===== config.mk =====
export PLATFORM = sky130hd
export DESIGN_NAME = sha256_byte_stream_hasher
export DESIGN_NICKNAME = d
export VERILOG_FILES = /design/src/sv/sha256_pkg.sv /design/src/sv/sha256_front.sv /design/src/sv/sha256_queue.sv /design/src/sv/sha256_core.sv /design/src/sv/sha256_byte_stream_hasher.sv
export SDC_FILE = /design/constraint.sdc
export NUM_CORES = 2
export LEC_CHECK = 0
export ABC_CLOCK_PERIOD_IN_PS = 35800
export BUFFER_PORTS_ARGS = -buffer_cell sky130_fd_sc_hd__buf_2
export CORE_MARGIN = 5
export CORE_UTILIZATION = 40
export DETAILED_ROUTE_END_ITERATION = 8
export GPL_TIMING_DRIVEN = 1
export PLACE_DENSITY_LB_ADDON = 0.05
export SLEW_MARGIN = 20
export SYNTH_ARGS = -nofsm -noshare
export SYNTH_HDL_FRONTEND = slang
export SYNTH_SLANG_ARGS = --single-unit

===== constraint.sdc =====
create_clock -name clk -period 35.8 [get_ports clk]
set_clock_uncertainty 0.2 [all_clocks]
set_input_delay 1.79 -clock clk [delete_from_list [all_inputs] [get_ports clk]]
set_output_delay 1.79 -clock clk [all_outputs]
set_load 0.01 [all_outputs]

===== src/sv/sha256_pkg.sv =====
package sha256_pkg;

    typedef struct packed {
        logic       op;
        logic [7:0] data_byte;
    } in_item_t;

    typedef struct packed {
        logic [31:0] digest_word;
        logic [2:0]  word_index;
        logic        last_word;
    } out_item_t;

    localparam logic OP_ABSORB = 1'b0;
    localparam logic OP_FINISH = 1'b1;

    localparam int QUEUE_DEPTH = 2;

    typedef struct packed {
        logic        last;
        logic        finish;
        logic [31:0] word;
    } blk_word_t;

    localparam logic [255:0] INITIAL_HASH = {
        32'h6a09e667, 32'hbb67ae85, 32'h3c6ef372, 32'ha54ff53a,
        32'h510e527f, 32'h9b05688c, 32'h1f83d9ab, 32'h5be0cd19
    };

    function automatic logic [31:0] round_k(input logic [5:0] t);
        logic [31:0] k;
        case (t)
            6'd0: k = 32'h428A2F98; 6'd1: k = 32'h71374491;
            6'd2: k = 32'hB5C0FBCF; 6'd3: k = 32'hE9B5DBA5;
            6'd4: k = 32'h3956C25B; 6'd5: k = 32'h59F111F1;
            6'd6: k = 32'h923F82A4; 6'd7: k = 32'hAB1C5ED5;
            6'd8: k = 32'hD807AA98; 6'd9: k = 32'h12835B01;
            6'd10: k = 32'h243185BE; 6'd11: k = 32'h550C7DC3;
            6'd12: k = 32'h72BE5D74; 6'd13: k = 32'h80DEB1FE;
            6'd14: k = 32'h9BDC06A7; 6'd15: k = 32'hC19BF174;
            6'd16: k = 32'hE49B69C1; 6'd17: k = 32'hEFBE4786;
            6'd18: k = 32'h0FC19DC6; 6'd19: k = 32'h240CA1CC;
            6'd20: k = 32'h2DE92C6F; 6'd21: k = 32'h4A7484AA;
            6'd22: k = 32'h5CB0A9DC; 6'd23: k = 32'h76F988DA;
            6'd24: k = 32'h983E5152; 6'd25: k = 32'hA831C66D;
            6'd26: k = 32'hB00327C8; 6'd27: k = 32'hBF597FC7;
            6'd28: k = 32'hC6E00BF3; 6'd29: k = 32'hD5A79147;
            6'd30: k = 32'h06CA6351; 6'd31: k = 32'h14292967;
            6'd32: k = 32'h27B70A85; 6'd33: k = 32'h2E1B2138;
            6'd34: k = 32'h4D2C6DFC; 6'd35: k = 32'h53380D13;
            6'd36: k = 32'h650A7354; 6'd37: k = 32'h766A0ABB;
            6'd38: k = 32'h81C2C92E; 6'd39: k = 32'h92722C85;
            6'd40: k = 32'hA2BFE8A1; 6'd41: k = 32'hA81A664B;
            6'd42: k = 32'hC24B8B70; 6'd43: k = 32'hC76C51A3;
            6'd44: k = 32'hD192E819; 6'd45: k = 32'hD6990624;
            6'd46: k = 32'hF40E3585; 6'd47: k = 32'h106AA070;
            6'd48: k = 32'h19A4C116; 6'd49: k = 32'h1E376C08;
            6'd50: k = 32'h2748774C; 6'd51: k = 32'h34B0BCB5;
            6'd52: k = 32'h391C0CB3; 6'd53: k = 32'h4ED8AA4A;
            6'd54: k = 32'h5B9CCA4F; 6'd55: k = 32'h682E6FF3;
            6'd56: k = 32'h748F82EE; 6'd57: k = 32'h78A5636F;
            6'd58: k = 32'h84C87814; 6'd59: k = 32'h8CC70208;
            6'd60: k = 32'h90BEFFFA; 6'd61: k = 32'hA4506CEB;
            6'd62: k = 32'hBEF9A3F7; default: k = 32'hC67178F2;
        endcase
        return k;
    endfunction

endpackage


===== src/sv/sha256_front.sv =====
module sha256_front (
    input  logic                  clk,
    input  logic                  rst_n,
    input  logic                  in_valid,
    output logic                  in_ready,
    input  sha256_pkg::in_item_t  in_data,
    output logic                  wq_valid,
    input  logic                  wq_ready,
    output sha256_pkg::blk_word_t wq_data
);

    typedef enum logic [2:0] {
        F_ABSORB = 3'b001,
        F_PAD    = 3'b010,
        F_LEN    = 3'b100
    } f_state_t;

    f_state_t    state_reg, state_next;
    logic [63:0] count_reg, count_next;
    logic [23:0] acc_reg, acc_next;
    logic [3:0]  widx_reg, widx_next;
    logic        len_hi_reg, len_hi_next;
    logic [63:0] bit_len;
    logic [1:0]  bpos;

    assign bpos    = count_reg[1:0];
    assign bit_len = {count_reg[60:0], 3'b000};

    always_comb
    begin
        state_next  = state_reg;
        count_next  = count_reg;
        acc_next    = acc_reg;
        widx_next   = widx_reg;
        len_hi_next = len_hi_reg;
        in_ready    = 1'b0;
        wq_valid    = 1'b0;
        wq_data     = '0;
        unique case (state_reg)
            F_ABSORB:
            begin
                if (in_data.op == sha256_pkg::OP_ABSORB)
                begin
                    wq_valid     = in_valid && (bpos == 2'd3);
                    wq_data.word = {acc_reg, in_data.data_byte};
                    wq_data.last = (widx_reg == 4'd15);
                    in_ready     = (bpos != 2'd3) || wq_ready;
                    if (in_valid && in_ready)
                    begin
                        count_next = count_reg + 64'd1;
                        unique case (bpos)
                            2'd0: acc_next = {in_data.data_byte, 16'h0000};
                            2'd1: acc_next[15:8] = in_data.data_byte;
                            2'd2: acc_next[7:0] = in_data.data_byte;
                            default: widx_next = widx_reg + 4'd1;
                        endcase
                    end
                end
                else
                begin
                    wq_valid = in_valid;
                    unique case (bpos)
                        2'd0: wq_data.word = 32'h80000000;
                        2'd1: wq_data.word = {acc_reg[23:16], 24'h800000};
                        2'd2: wq_data.word = {acc_reg[23:8], 16'h8000};
                        default: wq_data.word = {acc_reg, 8'h80};
                    endcase
                    wq_data.last = (widx_reg == 4'd15);
                    if (in_valid && wq_ready)
                    begin
                        widx_next = widx_reg + 4'd1;
                        state_next = (widx_reg == 4'd13) ? F_LEN : F_PAD;
                        len_hi_next = 1'b1;
                    end
                end
            end
            F_PAD:
            begin
                wq_valid     = 1'b1;
                wq_data.word = '0;
                wq_data.last = (widx_reg == 4'd15);
                if (wq_ready)
                begin
                    widx_next = widx_reg + 4'd1;
                    if (widx_reg == 4'd13)
                        state_next = F_LEN;
                end
            end
            default:
            begin
                wq_valid       = 1'b1;
                wq_data.word   = len_hi_reg ? bit_len[63:32] : bit_len[31:0];
                wq_data.last   = !len_hi_reg;
                wq_data.finish = !len_hi_reg;
                if (wq_ready)
                begin
                    widx_next   = widx_reg + 4'd1;
                    len_hi_next = 1'b0;
                    if (!len_hi_reg)
                    begin
                        in_ready   = 1'b1;
                        count_next = '0;
                        state_next = F_ABSORB;
                    end
                end
            end
        endcase
    end

    always_ff @(posedge clk or negedge rst_n)
    begin
        if (!rst_n)
        begin
            state_reg  <= F_ABSORB;
            count_reg  <= '0;
            widx_reg   <= '0;
            len_hi_reg <= 1'b0;
        end
        else
        begin
            state_reg  <= state_next;
            count_reg  <= count_next;
            widx_reg   <= widx_next;
            len_hi_reg <= len_hi_next;
        end
    end

    always_ff @(posedge clk)
    begin
        acc_reg <= acc_next;
    end

`ifndef SYNTHESIS
    a_len_at_slot: assert property (@(posedge clk) disable iff (!rst_n)
        (state_reg == F_LEN && len_hi_reg) |-> widx_reg == 4'd14)
        else $error("length word out of place");
    a_count_low: assert property (@(posedge clk) disable iff (!rst_n)
        (state_reg == F_ABSORB) |-> widx_reg == count_reg[5:2])
        else $error("word index out of step with count");
    a_finish_last: assert property (@(posedge clk) disable iff (!rst_n)
        (wq_valid && wq_data.finish) |-> wq_data.last)
        else $error("finish not on block end");
`endif

endmodule


===== src/sv/sha256_queue.sv =====
module sha256_queue #(
    parameter int DEPTH = sha256_pkg::QUEUE_DEPTH
) (
    input  logic                  clk,
    input  logic                  rst_n,
    input  logic                  wr_valid,
    output logic                  wr_ready,
    input  sha256_pkg::blk_word_t wr_data,
    output logic                  rd_valid,
    input  logic                  rd_ready,
    output sha256_pkg::blk_word_t rd_data
);

    localparam int AW = (DEPTH > 1) ? $clog2(DEPTH) : 1;

    sha256_pkg::blk_word_t mem_reg [DEPTH];
    logic [AW-1:0] wp_reg, rp_reg;
    logic [AW:0]   cnt_reg;
    logic          push, pop;

    assign wr_ready = (cnt_reg != (AW+1)'(DEPTH));
    assign rd_valid = (cnt_reg != '0);
    assign rd_data  = mem_reg[rp_reg];
    assign push     = wr_valid && wr_ready;
    assign pop      = rd_valid && rd_ready;

    always_ff @(posedge clk or negedge rst_n)
    begin
        if (!rst_n)
        begin
            wp_reg  <= '0;
            rp_reg  <= '0;
            cnt_reg <= '0;
        end
        else
        begin
            if (push)
                wp_reg <= (wp_reg == AW'(DEPTH - 1)) ? '0 : wp_reg + AW'(1);
            if (pop)
                rp_reg <= (rp_reg == AW'(DEPTH - 1)) ? '0 : rp_reg + AW'(1);
            cnt_reg <= cnt_reg + (AW+1)'(push) - (AW+1)'(pop);
        end
    end

    always_ff @(posedge clk)
    begin
        if (push)
            mem_reg[wp_reg] <= wr_data;
    end

`ifndef SYNTHESIS
    a_no_over: assert property (@(posedge clk) disable iff (!rst_n)
        cnt_reg <= (AW+1)'(DEPTH))
        else $error("queue overflow");
    a_cnt_step: assert property (@(posedge clk) disable iff (!rst_n)
        (push && !pop) |=> cnt_reg == $past(cnt_reg) + (AW+1)'(1))
        else $error("queue count slip");
    a_pop_empty: assert property (@(posedge clk) disable iff (!rst_n)
        (cnt_reg == '0) |-> !pop)
        else $error("pop from empty queue");
`endif

endmodule


===== src/sv/sha256_core.sv =====
module sha256_core (
    input  logic                  clk,
    input  logic                  rst_n,
    input  logic                  wq_valid,
    output logic                  wq_ready,
    input  sha256_pkg::blk_word_t wq_data,
    output logic                  out_valid,
    input  logic                  out_ready,
    output sha256_pkg::out_item_t out_data
);

    typedef enum logic [3:0] {
        C_LOAD  = 4'b0001,
        C_ROUND = 4'b0010,
        C_ADD   = 4'b0100,
        C_EMIT  = 4'b1000
    } c_state_t;

    c_state_t    state_reg;
    logic [31:0] h_reg [8];
    logic [31:0] v_reg [8];
    logic [31:0] w_reg [16];
    logic [5:0]  t_reg;
    logic        fin_reg;
    logic [2:0]  oidx_reg;
    logic [31:0] wt, s0, s1, t1, t2, e, a, big0, big1, ch, maj, wnew;

    assign wq_ready = (state_reg == C_LOAD);
    assign out_valid = (state_reg == C_EMIT);
    assign out_data.digest_word = h_reg[oidx_reg];
    assign out_data.word_index  = oidx_reg;
    assign out_data.last_word   = (oidx_reg == 3'd7);

    assign s0   = {w_reg[1][6:0], w_reg[1][31:7]} ^ {w_reg[1][17:0], w_reg[1][31:18]}
                ^ (w_reg[1] >> 3);
    assign s1   = {w_reg[14][16:0], w_reg[14][31:17]} ^ {w_reg[14][18:0], w_reg[14][31:19]}
                ^ (w_reg[14] >> 10);
    assign wnew = s1 + w_reg[9] + s0 + w_reg[0];
    assign wt   = w_reg[0];
    assign e    = v_reg[4];
    assign a    = v_reg[0];
    assign big1 = {e[5:0], e[31:6]} ^ {e[10:0], e[31:11]} ^ {e[24:0], e[31:25]};
    assign ch   = (e & v_reg[5]) ^ (~e & v_reg[6]);
    assign t1   = v_reg[7] + big1 + ch + sha256_pkg::round_k(t_reg) + wt;
    assign big0 = {a[1:0], a[31:2]} ^ {a[12:0], a[31:13]} ^ {a[21:0], a[31:22]};
    assign maj  = (a & v_reg[1]) ^ (a & v_reg[2]) ^ (v_reg[1] & v_reg[2]);
    assign t2   = big0 + maj;

    always_ff @(posedge clk or negedge rst_n)
    begin
        if (!rst_n)
        begin
            state_reg <= C_LOAD;
            t_reg     <= '0;
            fin_reg   <= 1'b0;
            oidx_reg  <= '0;
            for (int i = 0; i < 8; i++)
                h_reg[i] <= sha256_pkg::INITIAL_HASH[255 - 32*i -: 32];
        end
        else
        begin
            unique case (state_reg)
                C_LOAD:
                begin
                    if (wq_valid && wq_data.last)
                    begin
                        fin_reg   <= wq_data.finish;
                        t_reg     <= '0;
                        state_reg <= C_ROUND;
                    end
                end
                C_ROUND:
                begin
                    t_reg <= t_reg + 6'd1;
                    if (t_reg == 6'd63)
                        state_reg <= C_ADD;
                end
                C_ADD:
                begin
                    for (int i = 0; i < 8; i++)
                        h_reg[i] <= h_reg[i] + v_reg[i];
                    oidx_reg  <= '0;
                    state_reg <= fin_reg ? C_EMIT : C_LOAD;
                end
                default:
                begin
                    if (out_ready)
                    begin
                        oidx_reg <= oidx_reg + 3'd1;
                        if (oidx_reg == 3'd7)
                        begin
                            for (int i = 0; i < 8; i++)
                                h_reg[i] <= sha256_pkg::INITIAL_HASH[255 - 32*i -: 32];
                            state_reg <= C_LOAD;
                        end
                    end
                end
            endcase
        end
    end

    always_ff @(posedge clk)
    begin
        if (state_reg == C_LOAD && wq_valid)
        begin
            for (int i = 0; i < 15; i++)
                w_reg[i] <= w_reg[i+1];
            w_reg[15] <= wq_data.word;
            if (wq_data.last)
                for (int i = 0; i < 8; i++)
                    v_reg[i] <= h_reg[i];
        end
        else if (state_reg == C_ROUND)
        begin
            for (int i = 0; i < 15; i++)
                w_reg[i] <= w_reg[i+1];
            w_reg[15] <= wnew;
            v_reg[7] <= v_reg[6];
            v_reg[6] <= v_reg[5];
            v_reg[5] <= v_reg[4];
            v_reg[4] <= v_reg[3] + t1;
            v_reg[3] <= v_reg[2];
            v_reg[2] <= v_reg[1];
            v_reg[1] <= v_reg[0];
            v_reg[0] <= t1 + t2;
        end
    end

`ifndef SYNTHESIS
    a_round_to_add: assert property (@(posedge clk) disable iff (!rst_n)
        (state_reg == C_ROUND && t_reg == 6'd63) |=> state_reg == C_ADD)
        else $error("round count slip");
    a_emit_hold: assert property (@(posedge clk) disable iff (!rst_n)
        (out_valid && !out_ready) |=> $stable(oidx_reg))
        else $error("digest index moved while stalled");
    a_load_t0: assert property (@(posedge clk) disable iff (!rst_n)
        (state_reg == C_LOAD) |-> t_reg == 6'd0 || t_reg == 6'd63 + 6'd1)
        else $error("round counter not cleared");
`endif

endmodule


===== src/sv/sha256_byte_stream_hasher.sv =====
// SHA-256 over a byte stream, one byte per transaction.
// Absorb: one byte per cycle while the 2-word queue has room; a full 64-byte block is then
// compressed in the round core (load, rounds, add) while the next block's bytes fill the queue.
// Finish: 0x80, zeros, 64-bit length fill one or two blocks; then 8 digest words, one per cycle
// while out_ready is high. Reset (rst_n, async low) restores the initial hash, clears the count.
module sha256_byte_stream_hasher #(
    parameter int QUEUE_DEPTH = sha256_pkg::QUEUE_DEPTH
) (
    input  logic                  clk,
    input  logic                  rst_n,
    input  logic                  in_valid,
    output logic                  in_ready,
    input  sha256_pkg::in_item_t  in_data,
    output logic                  out_valid,
    input  logic                  out_ready,
    output sha256_pkg::out_item_t out_data
);

    logic                  fq_valid, fq_ready, qc_valid, qc_ready;
    sha256_pkg::blk_word_t fq_data, qc_data;

    sha256_front u_front (
        .clk      (clk),
        .rst_n    (rst_n),
        .in_valid (in_valid),
        .in_ready (in_ready),
        .in_data  (in_data),
        .wq_valid (fq_valid),
        .wq_ready (fq_ready),
        .wq_data  (fq_data)
    );

    sha256_queue #(.DEPTH(QUEUE_DEPTH)) u_queue (
        .clk      (clk),
        .rst_n    (rst_n),
        .wr_valid (fq_valid),
        .wr_ready (fq_ready),
        .wr_data  (fq_data),
        .rd_valid (qc_valid),
        .rd_ready (qc_ready),
        .rd_data  (qc_data)
    );

    sha256_core u_core (
        .clk       (clk),
        .rst_n     (rst_n),
        .wq_valid  (qc_valid),
        .wq_ready  (qc_ready),
        .wq_data   (qc_data),
        .out_valid (out_valid),
        .out_ready (out_ready),
        .out_data  (out_data)
    );

endmodule

==> metrics.log <==
INFO  metric critical_path.startpoint_type = flop
INFO  metric cts_htree_levels = 4
INFO  metric critical_path_arrival = approximately 12 ns
INFO  metric maxCapViolations = 0
INFO  metric grt_antenna_before_repair = 10
INFO  metric max_incr_delay_on_cp = between 0.9 and 1 ns
INFO  metric floorplan.die_area = 191000 sq um
INFO  metric synth_enable_flop_cells = between 800 and 900
INFO  metric post-route-period-util = 31.4%
INFO  metric via_per_inst = between 5 and 6
INFO  metric synth-seq-area-share = a little under half
INFO  metric hold_violations = 0
INFO  metric rsz0062_at_grt = no
INFO  metric routed_len_inst = about 27 microns
INFO  metric worst_r2r_end = u_core.v_reg[0][31]
INFO  metric ctsHoldBuffers = 0
INFO  metric cts.sinks = 1203
INFO  metric post-synth-top-area-fraction = a little over a third
INFO  metric synthesis.yosys.warnings = 0
INFO  metric post-route-min-period = 11.26 ns
INFO  metric timing.hold.ws = around 0.20 ns
INFO  metric tritoncts.num_buffers = around 150
INFO  metric postCtsResizedCells = 0
INFO  metric core = ~180000 sq um
INFO  metric dp.final_hpwl = around 180000 microns
INFO  metric dr_wl_met2 = around 100000 microns
INFO  metric mostFrequentLayoutCell = sky130_fd_sc_hd__nand2_1
INFO  metric crit_cells = 38
INFO  metric yosys_register_bits = about 1200
INFO  metric detail-route-antenna-nets = 0
INFO  metric post_route_cells_drive_above_1_share = 9.28%
INFO  metric yosysTopAreaCell = sky130_fd_sc_hd__edfxtp_1
INFO  metric insertion_delay = about 0.82 ns
INFO  metric timing.critical_path.fanout_max = 21
INFO  metric synth_area_leaders = sky130_fd_sc_hd__edfxtp_1 (35%), sky130_fd_sc_hd__dfrtp_1 (7.0%), sky130_fd_sc_hd__ha_1 (6.9%)
INFO  metric final-max-slew-violation-count = 0
INFO  metric synth_cell_types = 98
INFO  metric route.layer.met1.wl = between 100000 and 150000 microns
INFO  metric setup_cp_type = reg -> reg
INFO  metric worst_r2r_startpoint = u_core.t_reg[1]
INFO  metric grt_start_max_net_pins = approximately 150
INFO  metric nets = between 7000 and 8000
INFO  metric worst-r2r-setup-slack = 24.54 ns
INFO  metric dr_wl_met3 = 16800 microns
INFO  metric cts.path.max_buffers = 3
INFO  metric actual_slew_at_the_worst_max_slew_pin = roughly 1.2 ns
INFO  metric first_global_vias = between 50000 and 60000
INFO  metric floorplan.rows = 157
INFO  metric io_buffer_count = 50
INFO  metric pin_count = between 50 and 60
INFO  metric worstPathBufferInverterCount = 5
INFO  metric min-delay-start = u_core.w_reg[13][20]
INFO  metric totalNegativeSetupSlack = 0 ns
INFO  metric dominantRegCellSynth = sky130_fd_sc_hd__edfxtp_1
INFO  metric layout-area-overhead-vs-synth = 10.4%
INFO  metric globalRouteTotalUtil = 25.7%
INFO  metric hold_path_end = u_core.w_reg[12][20]
INFO  metric grt_pass1_wl = 363000 microns
INFO  metric routed.top_layer = met4
INFO  metric max_freq = roughly 0.089 GHz
INFO  metric detail_route.drc_violations = 0
INFO  metric outcome = completed
INFO  metric cpLargestDelayFamily = adder cells
INFO  metric hold_path.class = reg -> reg
INFO  metric route.final.wire_length = around 250000 microns
INFO  metric timing.final.setup_violations = 0
INFO  metric worst-r2r-cell-count = 38
INFO  metric final_cell_mix = sky130_fd_sc_hd__nand2_1 (1130), sky130_fd_sc_hd__edfxtp_1 (860), sky130_fd_sc_hd__a21oi_1 (516)
INFO  metric initial_core_util = around 40%
INFO  metric postSynthAreaPerCell = around 11 sq um
INFO  metric fp.dieW = between 400 and 500 microns
INFO  metric cts_post_setup_buffers_inserted = 0
INFO  metric drt_pre_antenna_iters = 6
INFO  metric cp_slowest_cell = sky130_fd_sc_hd__ha_1
INFO  metric globalRouteOverflowTotal = 0
INFO  metric cts_tree = done
INFO  metric clk_pin_slew_worst_paths = ~0.070 ns
INFO  metric synth_fp_nets = roughly 7500
INFO  metric synthesis.area = around 73000 sq um
INFO  metric worst_ep_required = between 30 and 40 ns
INFO  metric dr_total_vias = about 53000
INFO  metric maxSlewHeadroom = about a fifth
INFO  metric finalWeightedCongestion = just over 0.9
INFO  metric cell_count_after_synthesis = approximately 6900
INFO  metric largest_register_ffs = about 510
INFO  metric synthArstFlopShare = 28.5%
INFO  metric die_boundary_height = approximately 440 microns
INFO  metric clock-root-buffer = sky130_fd_sc_hd__clkbuf_16
INFO  metric endpoint_kind = flop
INFO  metric dr.first_iter.drc_count = around 5300
INFO  metric timing.hold.worst_path_depth = 0
layout make-up:
cell class	count	area (sq um)
antenna	3	7.51
clock buffer	194	4010
clock inverter	77	806
fill	17200	102000
inverter	253	957
multi-input combinational	5103	36500
sequential	1203	34600
tap	2385	2980
timing repair buffer	124	848
per-stage QoR:
stage	worst slack, ns	cell area, sq um	cells	utilization, %
floorplan	21.95	73100	6866	-
global placement	24.78	75800	9067	41.6
detailed placement	24.77	75800	9067	41.6
CTS	24.68	80600	9338	44.2
global route	23.82	80700	9339	44.2
finish	24.54	80700	9342	44.2
worst max path at each step:
stage | slack [ns] | start | to
global route | 23.82 | u_core.t_reg[1] | u_core.v_reg[0][31]
global placement | 24.78 | u_core.t_reg[1] | u_core.v_reg[0][31]
finish | 24.54 | u_core.t_reg[1] | u_core.v_reg[0][31]
floorplan | 21.95 | u_core.state_reg[0] | u_core.w_reg[0][0]
detailed placement | 24.77 | u_core.t_reg[1] | u_core.v_reg[0][31]
CTS | 24.68 | u_core.t_reg[1] | u_core.v_reg[0][31]
kinds of logic (layout without fill, tap and decap cells):
group	after synthesis	in the layout	share of synthesized area (%)
other cells	0	3	0
fa+ha+maj	619	619	12.5
simple gates	2049	2049	12.2
flops	1203	1203	47.3
mux	167	167	3.49
xor+xnor	634	634	7.60
buf+inv	560	648	2.93
compound gates	1634	1634	13.9
synthesized netlist by cell type (all sizes together) (64+ instances only):
cell type  number
nand2        1134
nor3           77
fa            195
nor2          403
edfxtp        860
o21ai         427
nand2b         73
a211oi         64
dfstp         138
nand3          98
ha            403
clkbuf        268
mux4           68
a21oi         517
inv           253
xor2          250
xnor2         384
dfrtp         205
mux2i          74
a21o          189
metal layers:
| layer | GRT usage [%] | vias up |
|---|---|---|
| met5 | 0 | - |
| met4 | 6.20 | 0 |
| met3 | 4.11 | 241 |
| met2 | 36.5 | 1775 |
| met1 | 40.8 | 26800 |
| li1 | - | 24500 |
Power is not shown: default switching activity piles up to over one toggle a cycle in this logic, so the estimate is an artifact.
